## src/uera_pkg.sv

```systemverilog
// ----------------------------------------------------------------------------
// Echo ranger package
// Shared widths, reset values, codes and the types that join the controller
// and the datapath of the averaging ultrasonic echo ranger.
// ----------------------------------------------------------------------------
package uera_pkg;

  // Field and state widths.
  localparam int LIM_W      = 11;
  localparam int CNT_W      = 8;
  localparam int SUM_W      = 19;
  localparam int DIST_W     = 11;
  localparam int PT_W       = 4;
  localparam int CODE_W     = 2;
  localparam int CFG_IDX_W  = 2;
  localparam int CFG_DATA_W = 11;

  // Pulse ticks per centimetre, and the width of the running remainder.
  localparam int CM_DIVISOR = 58;
  localparam int REM_W      = 6;

  // Default timing of one ping.
  localparam int PRE_LOW_TICKS_DEF   = 2;
  localparam int TRIG_HIGH_TICKS_DEF = 10;
  localparam int PULSE_BITS_DEF      = 16;

  // Register values after reset.
  localparam logic [LIM_W-1:0] LIM_MIN_RST    = 11'd2;
  localparam logic [LIM_W-1:0] LIM_MAX_RST    = 11'd400;
  localparam logic [CNT_W-1:0] PING_COUNT_RST = 8'd1;

  // Configuration register indexes.
  typedef enum logic [CFG_IDX_W-1:0] {
    CFG_LIM_MIN    = 2'd0,
    CFG_LIM_MAX    = 2'd1,
    CFG_PING_COUNT = 2'd2
  } cfg_idx_e;

  // Result codes.
  typedef enum logic [CODE_W-1:0] {
    RC_NONE    = 2'd0,
    RC_AVG     = 2'd1,
    RC_NOVALID = 2'd2
  } result_code_e;

  // Phase of the ping sequence.
  typedef enum logic [2:0] {
    PH_IDLE = 3'd0,
    PH_PRE  = 3'd1,
    PH_TRIG = 3'd2,
    PH_WAIT = 3'd3,
    PH_MEAS = 3'd4
  } phase_e;

  // Controller states.
  typedef enum logic [2:0] {
    CS_IDLE   = 3'd0,
    CS_EXEC   = 3'd1,
    CS_DSTART = 3'd2,
    CS_DWAIT  = 3'd3,
    CS_PUSH   = 3'd4
  } ctrl_state_e;

  // Commands from the controller to the datapath.
  typedef struct packed {
    logic capture;
    logic exec;
    logic div_start;
    logic push;
  } uera_cmd_t;

  // Status from the datapath to the controller.
  typedef struct packed {
    logic need_div;
    logic div_done;
    logic out_free;
  } uera_stat_t;

endpackage

```

## src/uera_ifs.sv

```systemverilog
// ----------------------------------------------------------------------------
// Echo ranger channels
// Valid/ready channels for tick requests, results and register writes.
// ----------------------------------------------------------------------------

// One microsecond tick request.
interface uera_in_if;
  logic valid;
  logic ready;
  logic start_req;
  logic echo_level;

  modport source(output valid, start_req, echo_level, input ready);
  modport sink(input valid, start_req, echo_level, output ready);
endinterface

// One result per tick.
interface uera_out_if import uera_pkg::*; ();
  logic              valid;
  logic              ready;
  logic              trig_out;
  logic              busy_res;
  logic [CODE_W-1:0] result_code;
  logic [DIST_W-1:0] distance_cm;

  modport source(output valid, trig_out, busy_res, result_code, distance_cm, input ready);
  modport sink(input valid, trig_out, busy_res, result_code, distance_cm, output ready);
endinterface

// Register write channel.
interface uera_cfg_if import uera_pkg::*; ();
  logic                  valid;
  logic                  ready;
  logic [CFG_IDX_W-1:0]  index;
  logic [CFG_DATA_W-1:0] data;

  modport source(output valid, index, data, input ready);
  modport sink(input valid, index, data, output ready);
endinterface

```

## src/ultrasonic_echo_ranger_avg.sv

```systemverilog
// ----------------------------------------------------------------------------
// Averaging ultrasonic echo ranger
// Drives the trigger, times echo pulses and averages a number of pings.
// ----------------------------------------------------------------------------
// Each request on in_i is one microsecond tick: a start request and the
// sampled echo level. Every request yields exactly one result on out_o:
// trigger level, busy flag, result code and averaged distance in cm.
// Registers are written through cfg_i (index 0 lim_min, 1 lim_max,
// 2 ping_count), which is always ready; write them only while no tick
// is in flight.
// A tick passes through capture, state update and hand-off. Its result is
// loaded in the output register at hand-off, and the next request can be
// accepted in the cycle after hand-off. The tick that ends the last ping with
// at least one accepted distance runs the average through a bit-serial
// divider, one quotient bit per cycle, between state update and
// hand-off. One tick is in work at a time. The output register lets a new
// request be accepted while a result waits. When the receiver stalls, the
// finished result waits in hand-off and no further request is taken until
// the output register frees.
// Reset clears the sequence to idle and loads the register defaults.
// ----------------------------------------------------------------------------
module ultrasonic_echo_ranger_avg import uera_pkg::*; #(
  parameter int PRE_LOW_TICKS   = PRE_LOW_TICKS_DEF,
  parameter int TRIG_HIGH_TICKS = TRIG_HIGH_TICKS_DEF,
  parameter int PULSE_BITS      = PULSE_BITS_DEF
) (
  input logic           clk_i,
  input logic           rst_ni,
  uera_cfg_if.sink      cfg_i,
  uera_in_if.sink       in_i,
  uera_out_if.source    out_o
);

  uera_cmd_t  cmd;
  uera_stat_t stat;

  // Register writes complete at once.
  assign cfg_i.ready = 1'b1;

  // Controller.
  uera_ctrl u_ctrl (
    .clk_i      (clk_i),
    .rst_ni     (rst_ni),
    .in_valid_i (in_i.valid),
    .in_ready_o (in_i.ready),
    .stat_i     (stat),
    .cmd_o      (cmd)
  );

  // Datapath.
  uera_dp #(
    .PRE_LOW_TICKS   (PRE_LOW_TICKS),
    .TRIG_HIGH_TICKS (TRIG_HIGH_TICKS),
    .PULSE_BITS      (PULSE_BITS)
  ) u_dp (
    .clk_i         (clk_i),
    .rst_ni        (rst_ni),
    .cmd_i         (cmd),
    .stat_o        (stat),
    .start_req_i   (in_i.start_req),
    .echo_level_i  (in_i.echo_level),
    .cfg_we_i      (cfg_i.valid),
    .cfg_index_i   (cfg_i.index),
    .cfg_data_i    (cfg_i.data),
    .out_ready_i   (out_o.ready),
    .out_valid_o   (out_o.valid),
    .trig_out_o    (out_o.trig_out),
    .busy_res_o    (out_o.busy_res),
    .result_code_o (out_o.result_code),
    .distance_cm_o (out_o.distance_cm)
  );

endmodule

```

## src/uera_div.sv

```systemverilog
// ----------------------------------------------------------------------------
// Echo ranger divider
// Restoring divider, one quotient bit per cycle, for the distance average.
// ----------------------------------------------------------------------------
module uera_div import uera_pkg::*; (
  input  logic             clk_i,
  input  logic             rst_ni,
  input  logic             start_i,
  input  logic [SUM_W-1:0] dividend_i,
  input  logic [CNT_W-1:0] divisor_i,
  output logic             done_o,
  output logic [SUM_W-1:0] quotient_o
);

  localparam int STEP_W = $clog2(SUM_W + 1);

  logic              busy_q;
  logic              done_q;
  logic [STEP_W-1:0] step_q;
  logic [CNT_W-1:0]  rem_q;
  logic [SUM_W-1:0]  quo_q;
  logic [CNT_W-1:0]  dvs_q;
  logic [CNT_W:0]    shifted;
  logic [CNT_W:0]    diff;
  logic              fits;

  // Trial subtraction of the divisor from the shifted partial remainder.
  always_comb begin
    shifted = {rem_q, quo_q[SUM_W-1]};
    diff    = shifted - {1'b0, dvs_q};
    fits    = shifted >= {1'b0, dvs_q};
  end

  // Control: step counter and completion pulse.
  always_ff @(posedge clk_i or negedge rst_ni) begin
    if (!rst_ni) begin
      busy_q <= 1'b0;
      done_q <= 1'b0;
      step_q <= '0;
    end else begin
      done_q <= 1'b0;
      if (start_i) begin
        busy_q <= 1'b1;
        step_q <= STEP_W'(SUM_W);
      end else if (busy_q) begin
        step_q <= step_q - 1'b1;
        if (step_q == STEP_W'(1)) begin
          busy_q <= 1'b0;
          done_q <= 1'b1;
        end
      end
    end
  end

  // Datapath: remainder and quotient shift register.
  always_ff @(posedge clk_i) begin
    if (start_i) begin
      rem_q <= '0;
      quo_q <= dividend_i;
      dvs_q <= divisor_i;
    end else if (busy_q) begin
      rem_q <= fits ? diff[CNT_W-1:0] : shifted[CNT_W-1:0];
      quo_q <= {quo_q[SUM_W-2:0], fits};
    end
  end

  assign done_o     = done_q;
  assign quotient_o = quo_q;

endmodule

```

## src/uera_dp.sv

```systemverilog
// ----------------------------------------------------------------------------
// Echo ranger datapath
// Registers, ping sequence state, pulse measurement, accumulation, the
// average divider and the result register.
// ----------------------------------------------------------------------------
module uera_dp import uera_pkg::*; #(
  parameter int PRE_LOW_TICKS   = PRE_LOW_TICKS_DEF,
  parameter int TRIG_HIGH_TICKS = TRIG_HIGH_TICKS_DEF,
  parameter int PULSE_BITS      = PULSE_BITS_DEF
) (
  input  logic                  clk_i,
  input  logic                  rst_ni,
  input  uera_cmd_t             cmd_i,
  output uera_stat_t            stat_o,
  input  logic                  start_req_i,
  input  logic                  echo_level_i,
  input  logic                  cfg_we_i,
  input  logic [CFG_IDX_W-1:0]  cfg_index_i,
  input  logic [CFG_DATA_W-1:0] cfg_data_i,
  input  logic                  out_ready_i,
  output logic                  out_valid_o,
  output logic                  trig_out_o,
  output logic                  busy_res_o,
  output logic [CODE_W-1:0]     result_code_o,
  output logic [DIST_W-1:0]     distance_cm_o
);

  // Distance in cm is below 2^PULSE_BITS / 58, so five bits fewer suffice.
  localparam int QUO_W = PULSE_BITS - 5;
  localparam int CMP_W = (QUO_W > LIM_W) ? QUO_W : LIM_W;

  // Configuration registers.
  logic [LIM_W-1:0] lim_min_q;
  logic [LIM_W-1:0] lim_max_q;
  logic [CNT_W-1:0] ping_count_q;

  // Captured tick request.
  logic in_start_q;
  logic in_echo_q;

  // Sequence state.
  phase_e                phase_q, nx_phase, cur_phase;
  logic [PT_W-1:0]       pt_q, nx_pt, cur_pt, pt_inc;
  logic                  echo_prev_q;
  logic [PULSE_BITS-1:0] pulse_q, nx_pulse;
  logic [REM_W-1:0]      rem_q, nx_rem;
  logic [QUO_W-1:0]      quo_q, nx_quo;
  logic [CNT_W-1:0]      pings_q, nx_pings;
  logic [CNT_W-1:0]      valid_q, nx_valid;
  logic [SUM_W-1:0]      sum_q, nx_sum;
  logic                  d_ok;
  logic                  t_trig;
  result_code_e          t_code;
  logic                  need_div;

  // Pending result and output register.
  logic              pend_trig_q;
  logic              pend_busy_q;
  result_code_e      pend_code_q;
  logic [DIST_W-1:0] pend_avg_q;
  logic              out_valid_q;
  logic              out_trig_q;
  logic              out_busy_q;
  result_code_e      out_code_q;
  logic [DIST_W-1:0] out_dist_q;

  logic             div_done;
  logic [SUM_W-1:0] div_quo;

  // Register writes.
  always_ff @(posedge clk_i or negedge rst_ni) begin
    if (!rst_ni) begin
      lim_min_q    <= LIM_MIN_RST;
      lim_max_q    <= LIM_MAX_RST;
      ping_count_q <= PING_COUNT_RST;
    end else if (cfg_we_i) begin
      unique case (cfg_index_i)
        CFG_LIM_MIN:    lim_min_q    <= cfg_data_i[LIM_W-1:0];
        CFG_LIM_MAX:    lim_max_q    <= cfg_data_i[LIM_W-1:0];
        CFG_PING_COUNT: ping_count_q <= cfg_data_i[CNT_W-1:0];
        default: ;
      endcase
    end
  end

  // Capture of the accepted tick request.
  always_ff @(posedge clk_i) begin
    if (cmd_i.capture) begin
      in_start_q <= start_req_i;
      in_echo_q  <= echo_level_i;
    end
  end

  // Effect of one tick on the sequence state.
  always_comb begin
    nx_pulse  = pulse_q;
    nx_rem    = rem_q;
    nx_quo    = quo_q;
    nx_pings  = pings_q;
    nx_valid  = valid_q;
    nx_sum    = sum_q;
    cur_phase = phase_q;
    cur_pt    = pt_q;
    t_trig    = 1'b0;
    t_code    = RC_NONE;
    need_div  = 1'b0;
    d_ok      = 1'b0;

    // A start request only counts while idle.
    if (phase_q == PH_IDLE && in_start_q) begin
      nx_pings = '0;
      nx_valid = '0;
      nx_sum   = '0;
      nx_pulse = '0;
      nx_rem   = '0;
      nx_quo   = '0;
      if (ping_count_q == '0) begin
        t_code = RC_NOVALID;
      end else begin
        cur_phase = PH_PRE;
        cur_pt    = '0;
      end
    end

    nx_phase = cur_phase;
    nx_pt    = cur_pt;
    pt_inc   = cur_pt + 1'b1;

    unique case (cur_phase)
      PH_IDLE: ;
      PH_PRE: begin
        if (pt_inc >= PT_W'(PRE_LOW_TICKS)) begin
          nx_phase = PH_TRIG;
          nx_pt    = '0;
        end else begin
          nx_pt = pt_inc;
        end
      end
      PH_TRIG: begin
        t_trig = 1'b1;
        if (pt_inc >= PT_W'(TRIG_HIGH_TICKS)) begin
          nx_phase = PH_WAIT;
          nx_pt    = '0;
        end else begin
          nx_pt = pt_inc;
        end
      end
      PH_WAIT: begin
        if (in_echo_q && !echo_prev_q) begin
          nx_phase = PH_MEAS;
          nx_pulse = '0;
          nx_rem   = '0;
          nx_quo   = '0;
        end
      end
      PH_MEAS: begin
        // Saturating pulse count; the quotient by 58 follows it step by step.
        if (pulse_q != '1) begin
          nx_pulse = pulse_q + 1'b1;
          if (rem_q == REM_W'(CM_DIVISOR - 1)) begin
            nx_rem = '0;
            nx_quo = quo_q + 1'b1;
          end else begin
            nx_rem = rem_q + 1'b1;
          end
        end
        if (!in_echo_q) begin
          d_ok = (CMP_W'(nx_quo) >= CMP_W'(lim_min_q)) &&
                 (CMP_W'(nx_quo) <= CMP_W'(lim_max_q));
          if (d_ok) begin
            nx_sum   = sum_q + SUM_W'(nx_quo);
            nx_valid = valid_q + 1'b1;
          end
          nx_pings = pings_q + 1'b1;
          if (nx_pings >= ping_count_q) begin
            nx_phase = PH_IDLE;
            if (nx_valid == '0) begin
              t_code = RC_NOVALID;
            end else begin
              t_code   = RC_AVG;
              need_div = 1'b1;
            end
          end else begin
            nx_phase = PH_PRE;
            nx_pt    = '0;
          end
        end
      end
      default: nx_phase = PH_IDLE;
    endcase
  end

  // Sequence state registers.
  always_ff @(posedge clk_i or negedge rst_ni) begin
    if (!rst_ni) begin
      phase_q     <= PH_IDLE;
      pt_q        <= '0;
      echo_prev_q <= 1'b0;
      pulse_q     <= '0;
      rem_q       <= '0;
      quo_q       <= '0;
      pings_q     <= '0;
      valid_q     <= '0;
      sum_q       <= '0;
    end else if (cmd_i.exec) begin
      phase_q     <= nx_phase;
      pt_q        <= nx_pt;
      echo_prev_q <= in_echo_q;
      pulse_q     <= nx_pulse;
      rem_q       <= nx_rem;
      quo_q       <= nx_quo;
      pings_q     <= nx_pings;
      valid_q     <= nx_valid;
      sum_q       <= nx_sum;
    end
  end

  // Average of the accepted distances.
  uera_div u_div (
    .clk_i      (clk_i),
    .rst_ni     (rst_ni),
    .start_i    (cmd_i.div_start),
    .dividend_i (sum_q),
    .divisor_i  (valid_q),
    .done_o     (div_done),
    .quotient_o (div_quo)
  );

  // Pending result of the current tick.
  always_ff @(posedge clk_i) begin
    if (cmd_i.exec) begin
      pend_trig_q <= t_trig;
      pend_busy_q <= (nx_phase != PH_IDLE);
      pend_code_q <= t_code;
      pend_avg_q  <= '0;
    end else if (div_done) begin
      pend_avg_q <= div_quo[DIST_W-1:0];
    end
  end

  // Output register; loads a new result when empty or as the old one leaves.
  always_ff @(posedge clk_i or negedge rst_ni) begin
    if (!rst_ni) begin
      out_valid_q <= 1'b0;
    end else if (cmd_i.push) begin
      out_valid_q <= 1'b1;
    end else if (out_ready_i) begin
      out_valid_q <= 1'b0;
    end
  end

  always_ff @(posedge clk_i) begin
    if (cmd_i.push) begin
      out_trig_q <= pend_trig_q;
      out_busy_q <= pend_busy_q;
      out_code_q <= pend_code_q;
      out_dist_q <= pend_avg_q;
    end
  end

  assign stat_o.need_div = need_div;
  assign stat_o.div_done = div_done;
  assign stat_o.out_free = !out_valid_q || out_ready_i;

  assign out_valid_o   = out_valid_q;
  assign trig_out_o    = out_trig_q;
  assign busy_res_o    = out_busy_q;
  assign result_code_o = out_code_q;
  assign distance_cm_o = out_dist_q;

endmodule

```

## src/uera_ctrl.sv

```systemverilog
// ----------------------------------------------------------------------------
// Echo ranger controller
// Sequences capture, state update, averaging and result hand-off per tick.
// ----------------------------------------------------------------------------
module uera_ctrl import uera_pkg::*; (
  input  logic       clk_i,
  input  logic       rst_ni,
  input  logic       in_valid_i,
  output logic       in_ready_o,
  input  uera_stat_t stat_i,
  output uera_cmd_t  cmd_o
);

  ctrl_state_e state_q, state_d;

  // State register.
  always_ff @(posedge clk_i or negedge rst_ni) begin
    if (!rst_ni) begin
      state_q <= CS_IDLE;
    end else begin
      state_q <= state_d;
    end
  end

  // Next state and commands.
  always_comb begin
    state_d    = state_q;
    in_ready_o = 1'b0;
    cmd_o      = '0;
    unique case (state_q)
      CS_IDLE: begin
        in_ready_o    = 1'b1;
        cmd_o.capture = in_valid_i;
        if (in_valid_i) begin
          state_d = CS_EXEC;
        end
      end
      CS_EXEC: begin
        cmd_o.exec = 1'b1;
        state_d    = stat_i.need_div ? CS_DSTART : CS_PUSH;
      end
      CS_DSTART: begin
        cmd_o.div_start = 1'b1;
        state_d         = CS_DWAIT;
      end
      CS_DWAIT: begin
        if (stat_i.div_done) begin
          state_d = CS_PUSH;
        end
      end
      CS_PUSH: begin
        if (stat_i.out_free) begin
          cmd_o.push = 1'b1;
          state_d    = CS_IDLE;
        end
      end
      default: state_d = CS_IDLE;
    endcase
  end

endmodule

```

## src/flat_wrapper.sv

```systemverilog
// flat-port wrapper written by rule: the top's interface ports become plain ports
module ultrasonic_echo_ranger_avg_flat import uera_pkg::*;
#(
  parameter int PRE_LOW_TICKS   = PRE_LOW_TICKS_DEF,
  parameter int TRIG_HIGH_TICKS = TRIG_HIGH_TICKS_DEF,
  parameter int PULSE_BITS      = PULSE_BITS_DEF
)
  (clk_i, rst_ni, cfg_i_valid, cfg_i_index, cfg_i_data, cfg_i_ready, in_i_valid, in_i_start_req, in_i_echo_level, in_i_ready, out_o_valid, out_o_trig_out, out_o_busy_res, out_o_result_code, out_o_distance_cm, out_o_ready);
  uera_cfg_if cfg_i_i ();
  uera_in_if in_i_i ();
  uera_out_if out_o_i ();
  input logic clk_i;
  input logic rst_ni;
  input wire logic [$bits(cfg_i_i.valid)-1:0] cfg_i_valid;
  input wire logic [$bits(cfg_i_i.index)-1:0] cfg_i_index;
  input wire logic [$bits(cfg_i_i.data)-1:0] cfg_i_data;
  output wire logic [$bits(cfg_i_i.ready)-1:0] cfg_i_ready;
  input wire logic [$bits(in_i_i.valid)-1:0] in_i_valid;
  input wire logic [$bits(in_i_i.start_req)-1:0] in_i_start_req;
  input wire logic [$bits(in_i_i.echo_level)-1:0] in_i_echo_level;
  output wire logic [$bits(in_i_i.ready)-1:0] in_i_ready;
  output wire logic [$bits(out_o_i.valid)-1:0] out_o_valid;
  output wire logic [$bits(out_o_i.trig_out)-1:0] out_o_trig_out;
  output wire logic [$bits(out_o_i.busy_res)-1:0] out_o_busy_res;
  output wire logic [$bits(out_o_i.result_code)-1:0] out_o_result_code;
  output wire logic [$bits(out_o_i.distance_cm)-1:0] out_o_distance_cm;
  input wire logic [$bits(out_o_i.ready)-1:0] out_o_ready;
  assign cfg_i_i.valid = cfg_i_valid;
  assign cfg_i_i.index = cfg_i_index;
  assign cfg_i_i.data = cfg_i_data;
  assign cfg_i_ready = cfg_i_i.ready;
  assign in_i_i.valid = in_i_valid;
  assign in_i_i.start_req = in_i_start_req;
  assign in_i_i.echo_level = in_i_echo_level;
  assign in_i_ready = in_i_i.ready;
  assign out_o_valid = out_o_i.valid;
  assign out_o_trig_out = out_o_i.trig_out;
  assign out_o_busy_res = out_o_i.busy_res;
  assign out_o_result_code = out_o_i.result_code;
  assign out_o_distance_cm = out_o_i.distance_cm;
  assign out_o_i.ready = out_o_ready;
  ultrasonic_echo_ranger_avg #(.PRE_LOW_TICKS(PRE_LOW_TICKS), .TRIG_HIGH_TICKS(TRIG_HIGH_TICKS), .PULSE_BITS(PULSE_BITS)) u_core (.clk_i(clk_i), .rst_ni(rst_ni), .cfg_i(cfg_i_i), .in_i(in_i_i), .out_o(out_o_i));
endmodule
```

## config.mk

```make
export PLATFORM = sky130hd
export DESIGN_NAME = ultrasonic_echo_ranger_avg_flat
export DESIGN_NICKNAME = d
export VERILOG_FILES = /design/src/uera_pkg.sv /design/src/uera_ifs.sv /design/src/ultrasonic_echo_ranger_avg.sv /design/src/uera_div.sv /design/src/uera_dp.sv /design/src/uera_ctrl.sv /design/src/flat_wrapper.sv
export SDC_FILE = /design/constraint.sdc
export NUM_CORES = 1
export LEC_CHECK = 0
export ABC_AREA = 1
export BUFFER_PORTS_ARGS = -buffer_cell sky130_fd_sc_hd__buf_2
export CAP_MARGIN = 20
export CORE_MARGIN = 5
export CORE_UTILIZATION = 50
export CTS_BUF_LIST = sky130_fd_sc_hd__clkbuf_4
export DETAILED_ROUTE_END_ITERATION = 7
export HOLD_SLACK_MARGIN = 0.12
export PLACE_DENSITY = 0.65
export SYNTH_ARGS = -nofsm -noshare
export SYNTH_HDL_FRONTEND = slang
export SYNTH_SLANG_ARGS = --single-unit
```

## constraint.sdc

```tcl
create_clock -name clk_i -period 8.36 [get_ports clk_i]
set_input_delay 0.418 -clock clk_i [delete_from_list [all_inputs] [get_ports clk_i]]
set_output_delay 0.418 -clock clk_i [all_outputs]
set_load 0.01 [all_outputs]
```

=== Yosys cells after proc, flatten, opt, wreduce, memory -nomap -nowiden ===
Cells that the tools add are included.

* Add/subtract/negate cells: 9
* Mux-type cells: 78
* Reduce and logical (&&, ||, !) cells: 19
* $lt $le $gt $ge: 6
* Eq/ne operators: 16

{| class="wikitable"
|+ Operators with widths
! operator !! number
|-
| two-way mux 19 bit || 6
|-
| two-way mux 8 bit || 10
|-
| two-way mux 11 bit || 5
|-
| two-way mux 16 bit || 3
|-
| one-hot mux 16 bit (2 select lines) || 1
|-
| two-way mux 3 bit || 10
|-
| one-hot mux 3 bit (5 select lines) || 2
|-
| two-way mux 4 bit || 6
|-
| two-way mux 6 bit || 4
|-
| one-hot mux 11 bit (2 select lines) || 1
|-
| two-way mux 1 bit || 20
|-
| adder 19 x 11 -> 19 bit || 1
|-
| adder 16 x 1 -> 16 bit, second input constant || 1
|-
| adder 8 x 1 -> 8 bit, second input constant || 2
|-
| logical NOT 8 bit || 2
|-
| inequality test 16 bit, second input constant || 1
|-
| == test 3 x 2 -> 1 bit, second input constant || 4
|-
| two-way mux 2 bit || 6
|-
| one-hot mux 4 bit (3 select lines) || 1
|-
| one-hot mux 6 bit (2 select lines) || 1
|-
| adder 11 x 1 -> 11 bit, second input constant || 1
|-
| greater-or-equal comparator 11 bit || 1
|-
| less-or-equal comparator 11 bit || 1
|-
| two-way mux 5 bit || 2
|-
| other kinds (25) || 36
|}

* Logic and storage cells: 158
* Flip-flop bits (word level): 184
* Input port bits: 20
* Output and inout port bits: 18

=== Depth between registers and ports, before layout ===
* Depth after elaboration: 18
* Depth in mapped cells: 32

=== Cells and area by module ===
A second synthesis with hierarchy kept.

* Cells, all modules: 1,397
* Area total of the unflattened synthesis: 10,903.0 um^2

{| class="wikitable"
|+ By module, submodules not included
! module !! area each (um^2) !! cells an instance !! instances !! sequential area each (um^2)
|-
| uera_dp || 8,460.6 || 1,104 || 1 || 3,534.6
|-
| uera_div || 2,218.4 || 262 || 1 || 1,146.1
|-
| uera_ctrl || 212.7 || 29 || 1 || 75.1
|-
| ultrasonic_echo_ranger_avg || 11.3 || 2 || 1 || 0.0
|}

=== Worst setup path after synthesis ===
Ideal clock, no wire load.

* Path kind: flip-flop to flip-flop
* Start point: reg u_core.u_dp.pulse_q[0]
* End point: reg u_core.u_dp.sum_q[10]
* Slack: 4,962 ps
* Arrival: 3,314 ps
* Clock period less this slack: 3,398 ps
* Cell stages (with the launch flop): 26
* Buffers on the path: 0
* Cell sequence: dfrtp_1 ha_1 nand2_1 nor2_2 nand2_2 nor2_4 nand2_2 nor2_4 nand2_2 nand2_4 inv_4 o21ai_1 inv_1 ha_1 fa_1 nand3_1 nand2_1 a21boi_0 o21ai_0 nand2_1 nand2_1 nand2_1 inv_1 o21ai_0 nand3_1 o21ai_0

* Longest elaborated chain between the ends: 8
* Elaborated cells between the ends (all ways): 10
* Classes of those cells: 1 x add/sub; 2 x order compare; 1 x eq/ne; 5 x mux; 1 x reduce/logical

{| class="wikitable"
|+ Ends and longest elaborated chain
! element !! RTL line !! source
|-
| start: declaration || uera_dp.sv:45 || <nowiki>logic [PULSE_BITS-1:0] pulse_q, nx_pulse;</nowiki>
|-
| start signal: assignment || uera_dp.sv:209 || <nowiki>pulse_q <= nx_pulse;</nowiki>
|-
| inequality test 16 bit (*) || uera_dp.sv:158 || <nowiki>if (pulse_q != '1) begin</nowiki>
|-
| two-way mux 11 bit (*) || uera_dp.sv:158 ||
|-
| two-way mux 11 bit (*) || uera_dp.sv:129 || <nowiki>unique case (cur_phase)</nowiki>
|-
| parallel branches: the longest is 2 deep, another holds adder 19 x 11 -> 19 bit || -- ||
|-
| two-way mux 19 bit (*) || uera_dp.sv:170 || <nowiki>if (d_ok) begin</nowiki>
|-
| two-way mux 19 bit (*) || uera_dp.sv:167 || <nowiki>if (!in_echo_q) begin</nowiki>
|-
| two-way mux 19 bit (*) || uera_dp.sv:129 ||
|-
| end signal: assignment || uera_dp.sv:214 || <nowiki>sum_q <= nx_sum;</nowiki>
|-
| end: declaration || uera_dp.sv:50 || <nowiki>logic [SUM_W-1:0] sum_q, nx_sum;</nowiki>
|}

Mark *: on every way between the ends. The select of a mux whose other input is x is not followed.
A chain may end at the register's enable or synchronous reset.

=== Final worst setup path ===
* Start point: reg u_core.u_dp.phase_q[1]
* End point: reg u_core.u_dp.pend_code_q[1], data pin

* Longest elaborated chain between the ends: 16
* Elaborated cells between the ends (all ways): 22
* Classes of those cells: 2 x order compare; 1 x eq/ne; 15 x mux; 4 x reduce/logical

{| class="wikitable"
|+ Ends and longest elaborated chain
! element !! RTL line !! source
|-
| start: declaration || uera_dp.sv:42 || <nowiki>phase_e phase_q, nx_phase, cur_phase;</nowiki>
|-
| start signal: assignment || uera_dp.sv:206 || <nowiki>phase_q <= nx_phase;</nowiki>
|-
| logical NOT 3 bit || uera_dp.sv:110 || <nowiki>if (phase_q == PH_IDLE && in_start_q) begin</nowiki>
|-
| logical AND 1 bit || uera_dp.sv:110 ||
|-
| two-way mux 11 bit || uera_dp.sv:110 ||
|-
| two-way mux 11 bit || uera_dp.sv:160 || <nowiki>if (rem_q == REM_W'(CM_DIVISOR - 1)) begin</nowiki>
|-
| two-way mux 11 bit || uera_dp.sv:158 ||
|-
| two-way mux 11 bit || uera_dp.sv:129 ||
|-
| greater-or-equal comparator 11 bit / less-or-equal comparator 11 bit (equally long branches) || uera_dp.sv:168, uera_dp.sv:169 ||
|-
| logical AND 1 bit || uera_dp.sv:168 || <nowiki>d_ok = (CMP_W'(nx_quo) >= CMP_W'(lim_min_q)) &&</nowiki>
|-
| two-way mux 8 bit || uera_dp.sv:170 ||
|-
| two-way mux 8 bit || uera_dp.sv:167 ||
|-
| two-way mux 8 bit || uera_dp.sv:129 ||
|-
| logical NOT 8 bit || uera_dp.sv:177 || <nowiki>if (nx_valid == '0) begin</nowiki>
|-
| two-way mux 2 bit || uera_dp.sv:177 ||
|-
| two-way mux 2 bit || uera_dp.sv:175 || <nowiki>if (nx_pings >= ping_count_q) begin</nowiki>
|-
| two-way mux 2 bit || uera_dp.sv:167 ||
|-
| two-way mux 2 bit (*) || uera_dp.sv:129 ||
|-
| net u_core.u_dp.t_code[1] || uera_dp.sv:53 || <nowiki>result_code_e t_code;</nowiki>
|-
| end signal: assignment || uera_dp.sv:234 || <nowiki>pend_code_q <= t_code;</nowiki>
|-
| end: declaration || uera_dp.sv:59 || <nowiki>result_code_e pend_code_q;</nowiki>
|}

Mark *: on every way through the listed nets, which the timed path passes. The rest lies on a longest branch. The select of a mux whose other input is x is not followed.

==> qor.txt <==
CP required - 8.74 ns
FP Rows - 53
Die area - 24700 um^2
Number of antenna violations at the first check in global routing - 1
First-pass GRT wire length - 41.6 mm
Fin Clk Skew - 0.0344 ns
Post-synthesis area per instance - 8.26 um^2
Yosys cell types - 60
Highest Clock Rate - 0.237 GHz
Yosys synthesis warning count - 0
Adder-cell area share of the yosys netlist - 7.18%
# H-tree levels - 4
Layout net count - 1432
Worst skew pair latency - 0.60 ns
Area Growth Syn to Fin - 7.98%
Critical path class - reg2reg
Max Buffers Root-to-Sink - 2
# clock sinks - 184
Vias in the first global route - 8412
Power Dens Cells - 268 nW/um^2
Syn_nets - 1394
Num CTS Buffers - 17
Post CTS Setup Buffer Count - 0
R2R setup slack - 4.14 ns
Combinational power share - 44.8%
RSZ-0062 raised after global routing - no
Final hold vios - 0
Gp weighted congestion - 0.941
Top-area cell type share of the netlist area - 25.8%
Dominant cells by area after synthesis - dfrtp_1 (26%), edfxtp_1 (13%), nand2_1 (9.6%)
Drt initial violations - 576
WL/cell - 14.8 um
Io pins - 38
Layout cell share with drive strength beyond 1 - 10.5%
CTS tree - built
Startpoint Class - flop
Fillcell total - 2025
WHS Endpoint - u_core.u_dp.lim_max_q[7]
Peak supply drop - 0.120 mV
Quantity of gates resized following cts - 0
Reg2Reg Depth - 25
Worst-margin pin slew - 0.865 ns
Pin count of the biggest net entering global routing - 66
# DRC - 0
Internal power - 1.70 mW
Largest family of logic cells by synthesized area - simple AND/OR/NAND/NOR gates
Grt ovf - 0
Post-synthesis compound-gate area fraction - 15.1%
Most instantiated cells after synthesis - nand2_1 (278), inv_1 (195), o21ai_0 (125)
Switching power - 1.43 mW
Min Hold Slack - 0.151 ns
Final worst path period share - 50.5%
Switch share - 45.8%
Initial Utilization - 51.1%
Port bufs - 36
Syn Std Cell Area - 10800 um^2
Worst Hold Depth - 3
Status - finished clean
Worst Setup End Kind - flop
Hpwl dp - 17.6 mm
Die height - 157 um
Via count - 8781
Reg area - 4760 um^2
Reg2Reg Launch Point - u_core.u_dp.phase_q[1]
Finished Cell Area - 11700 um^2
FF-to-FF End - u_core.u_dp.pend_code_q[1]
Clock root buffer - clkbuf_4
Hold Path Origin - cfg_i_data[7]
Asr flop ratio synth - 63.6%
Clk slew on worst S/H paths - 0.19 ns
CP Max Fanout - 39
Post-CTS Hold Buffers - 14
Seq/Total Area, Yosys - 43.9%
Area taken by multi-input logic gates - 5110 um^2
Routed vias/inst - 5.35
Clk network pwr share - 16.7%
Slew headroom - 42.4%
Maxcap violations - 0
Post-Synth XOR/XNOR Area - 3.39%
Cell with the most instances after synthesis - nand2_1
Core area - 21200 um^2
Pins Over Slew Limit - 0
Die X-Extent - 157 um
Post-Synth Simple-Gate Area - 20.2%
Final TNS setup - 0 ns
Router iterations before antenna repair - 5
Top_reg_cell synth - dfrtp_1
Area leader, netlist - dfrtp_1
Arr. time, crit path - 4.60 ns
Worst hold path class - in2reg
Final wirelength - 24.3 mm
Number of synthesized flops with an enable pin - 48
All-layer global routing usage - 20.7%
Mux contribution to synthesized area - 1.23%
Remaining antenna violation count - 0
Final setup viols - 0
Dpl cell area - 11200 um^2
Synth Instances - 1313
Yosys reg bits - 184
Final min period - 4.22 ns
Reg power frac - 38.5%
Leak Pwr - 5.67 nW
## layout make-up
cell class                      count  share of cell area [%]
Clock inverter                     15                    1.61
Clock buffer                       17                    1.09
Sequential cell                   184                    40.6
Tap cell                          275                    2.94
Antenna cell                        1                  0.0214
Inverter                          208                    6.72
Timing Repair Buffer               56                    3.31
Multi-Input combinational cell    884                    43.7
## worst max-delay path, stage by stage, from the launching register on
cell	delay, ns
dfrtp_1	0.47
nor2_1	0.17
nand3_2	0.27
inv_2	0.69
a21oi_1	0.15
o21ai_0	0.10
nand3_1	0.11
o21a_1	0.20
ha_1	0.31
nand2_1	0.05
inv_1	0.06
nand2_1	0.06
nor2_1	0.11
nand2_1	0.06
nand3_1	0.07
nand2_2	0.13
nand2_2	0.26
clkinv_2	0.16
nand2_1	0.09
nand2_1	0.06
nand2_1	0.06
nor2_1	0.04
nand2_1	0.11
nand2_1	0.08
inv_2	0.05
nor2_1	0.03
## metal layers
layer  global-route usage, %  wire (um)  vias up
met5                       0          0        -
li1                        -          -     4451
met2                    32.7      11000      192
met4                    5.33        444        0
met1                    29.7      11700     4113
met3                    3.55       1140       25
## stage by stage
step	worst slack (ns)	utilization, %	total power, mW	cells
after detailed placement	4.20	52.9	2.61	1592
after global routing	3.65	55.2	3.41	1640
final	4.14	55.2	3.13	1640
after CTS	4.16	55.0	3.14	1638
after floorplan	4.96	-	2.28	1313
after global placement	4.33	52.9	2.58	1592
## cell families (layout without fill, tap and decap cells)
logic type | count (synthesis) | count (layout)
flops | 184 | 184
compound gates | 277 | 277
xor+xnor | 42 | 42
simple gates | 491 | 491
buf+inv | 245 | 296
fa+ha+maj | 61 | 61
other cells | 1 | 2
mux | 12 | 12
## state kept, by name, indices dropped and copies added, names as in the netlist, 6 cells and up
name                          flops
u_core.u_dp.sum_q                19
u_core.u_dp.pend_avg_q           11
u_core.u_dp.distance_cm_o        11
u_core.u_dp.rem_q                 6
u_core.u_dp.pulse_q              16
u_core.u_dp.u_div.rem_q           8
u_core.u_dp.quo_q                11
u_core.u_dp.u_div.quotient_o     19
u_core.u_dp.lim_max_q            11
u_core.u_dp.u_div.dvs_q           8
u_core.u_dp.pings_q               8
u_core.u_dp.valid_q               8
u_core.u_dp.lim_min_q            11
u_core.u_dp.ping_count_q          8
## worst max path at each step
stage / cells after the start / slack, ns / end / from
global route: 19 / 3.65 / u_core.u_dp.sum_q[10] / u_core.u_dp.phase_q[1]
global placement: 25 / 4.33 / u_core.u_dp.pend_code_q[1] / u_core.u_dp.phase_q[1]
floorplan: 25 / 4.96 / u_core.u_dp.sum_q[10] / u_core.u_dp.pulse_q[0]
finish: 25 / 4.14 / u_core.u_dp.pend_code_q[1] / u_core.u_dp.phase_q[1]
CTS: 25 / 4.16 / u_core.u_dp.pend_code_q[1] / u_core.u_dp.phase_q[1]
detailed placement: 25 / 4.20 / u_core.u_dp.pend_code_q[1] / u_core.u_dp.phase_q[1]
## cells in the final DEF, fill, tap and decap left out, types with 7 or more instances in the layout
cell           netlist  routed
dfxtp_1             19      19
a21oi_1             56      56
inv_1              195     195
nand3_1             64      64
dfrtp_1            112     112
nand3b_1             7       7
o22ai_1             11      11
inv_2               10      10
o211ai_1            26      26
nor2_4               8       8
a22oi_1             18      18
nand2_2              7       7
ha_1                59      59
nand4_1             20      20
xor2_1              37      37
nor3_1              19      19
dlygate4sd3_1        0      14
nor2_1              71      71
buf_2               10      35
mux2_2              11      11
edfxtp_1            48      48
o21ai_0            125     125
clkbuf_4             0      17
nand2_1            278     278
## power by group through the flow
stage / registers [mW] / clock network (mW) / logic (mW)
floorplan: 1.20 / 0 / 1.08
global placement: 1.22 / 0 / 1.36
detailed placement: 1.22 / 0 / 1.39
CTS: 1.20 / 0.540 / 1.40
global route: 1.23 / 0.575 / 1.61
finish: 1.21 / 0.522 / 1.40
No activity file was read; power rests on OpenSTA's default activity.
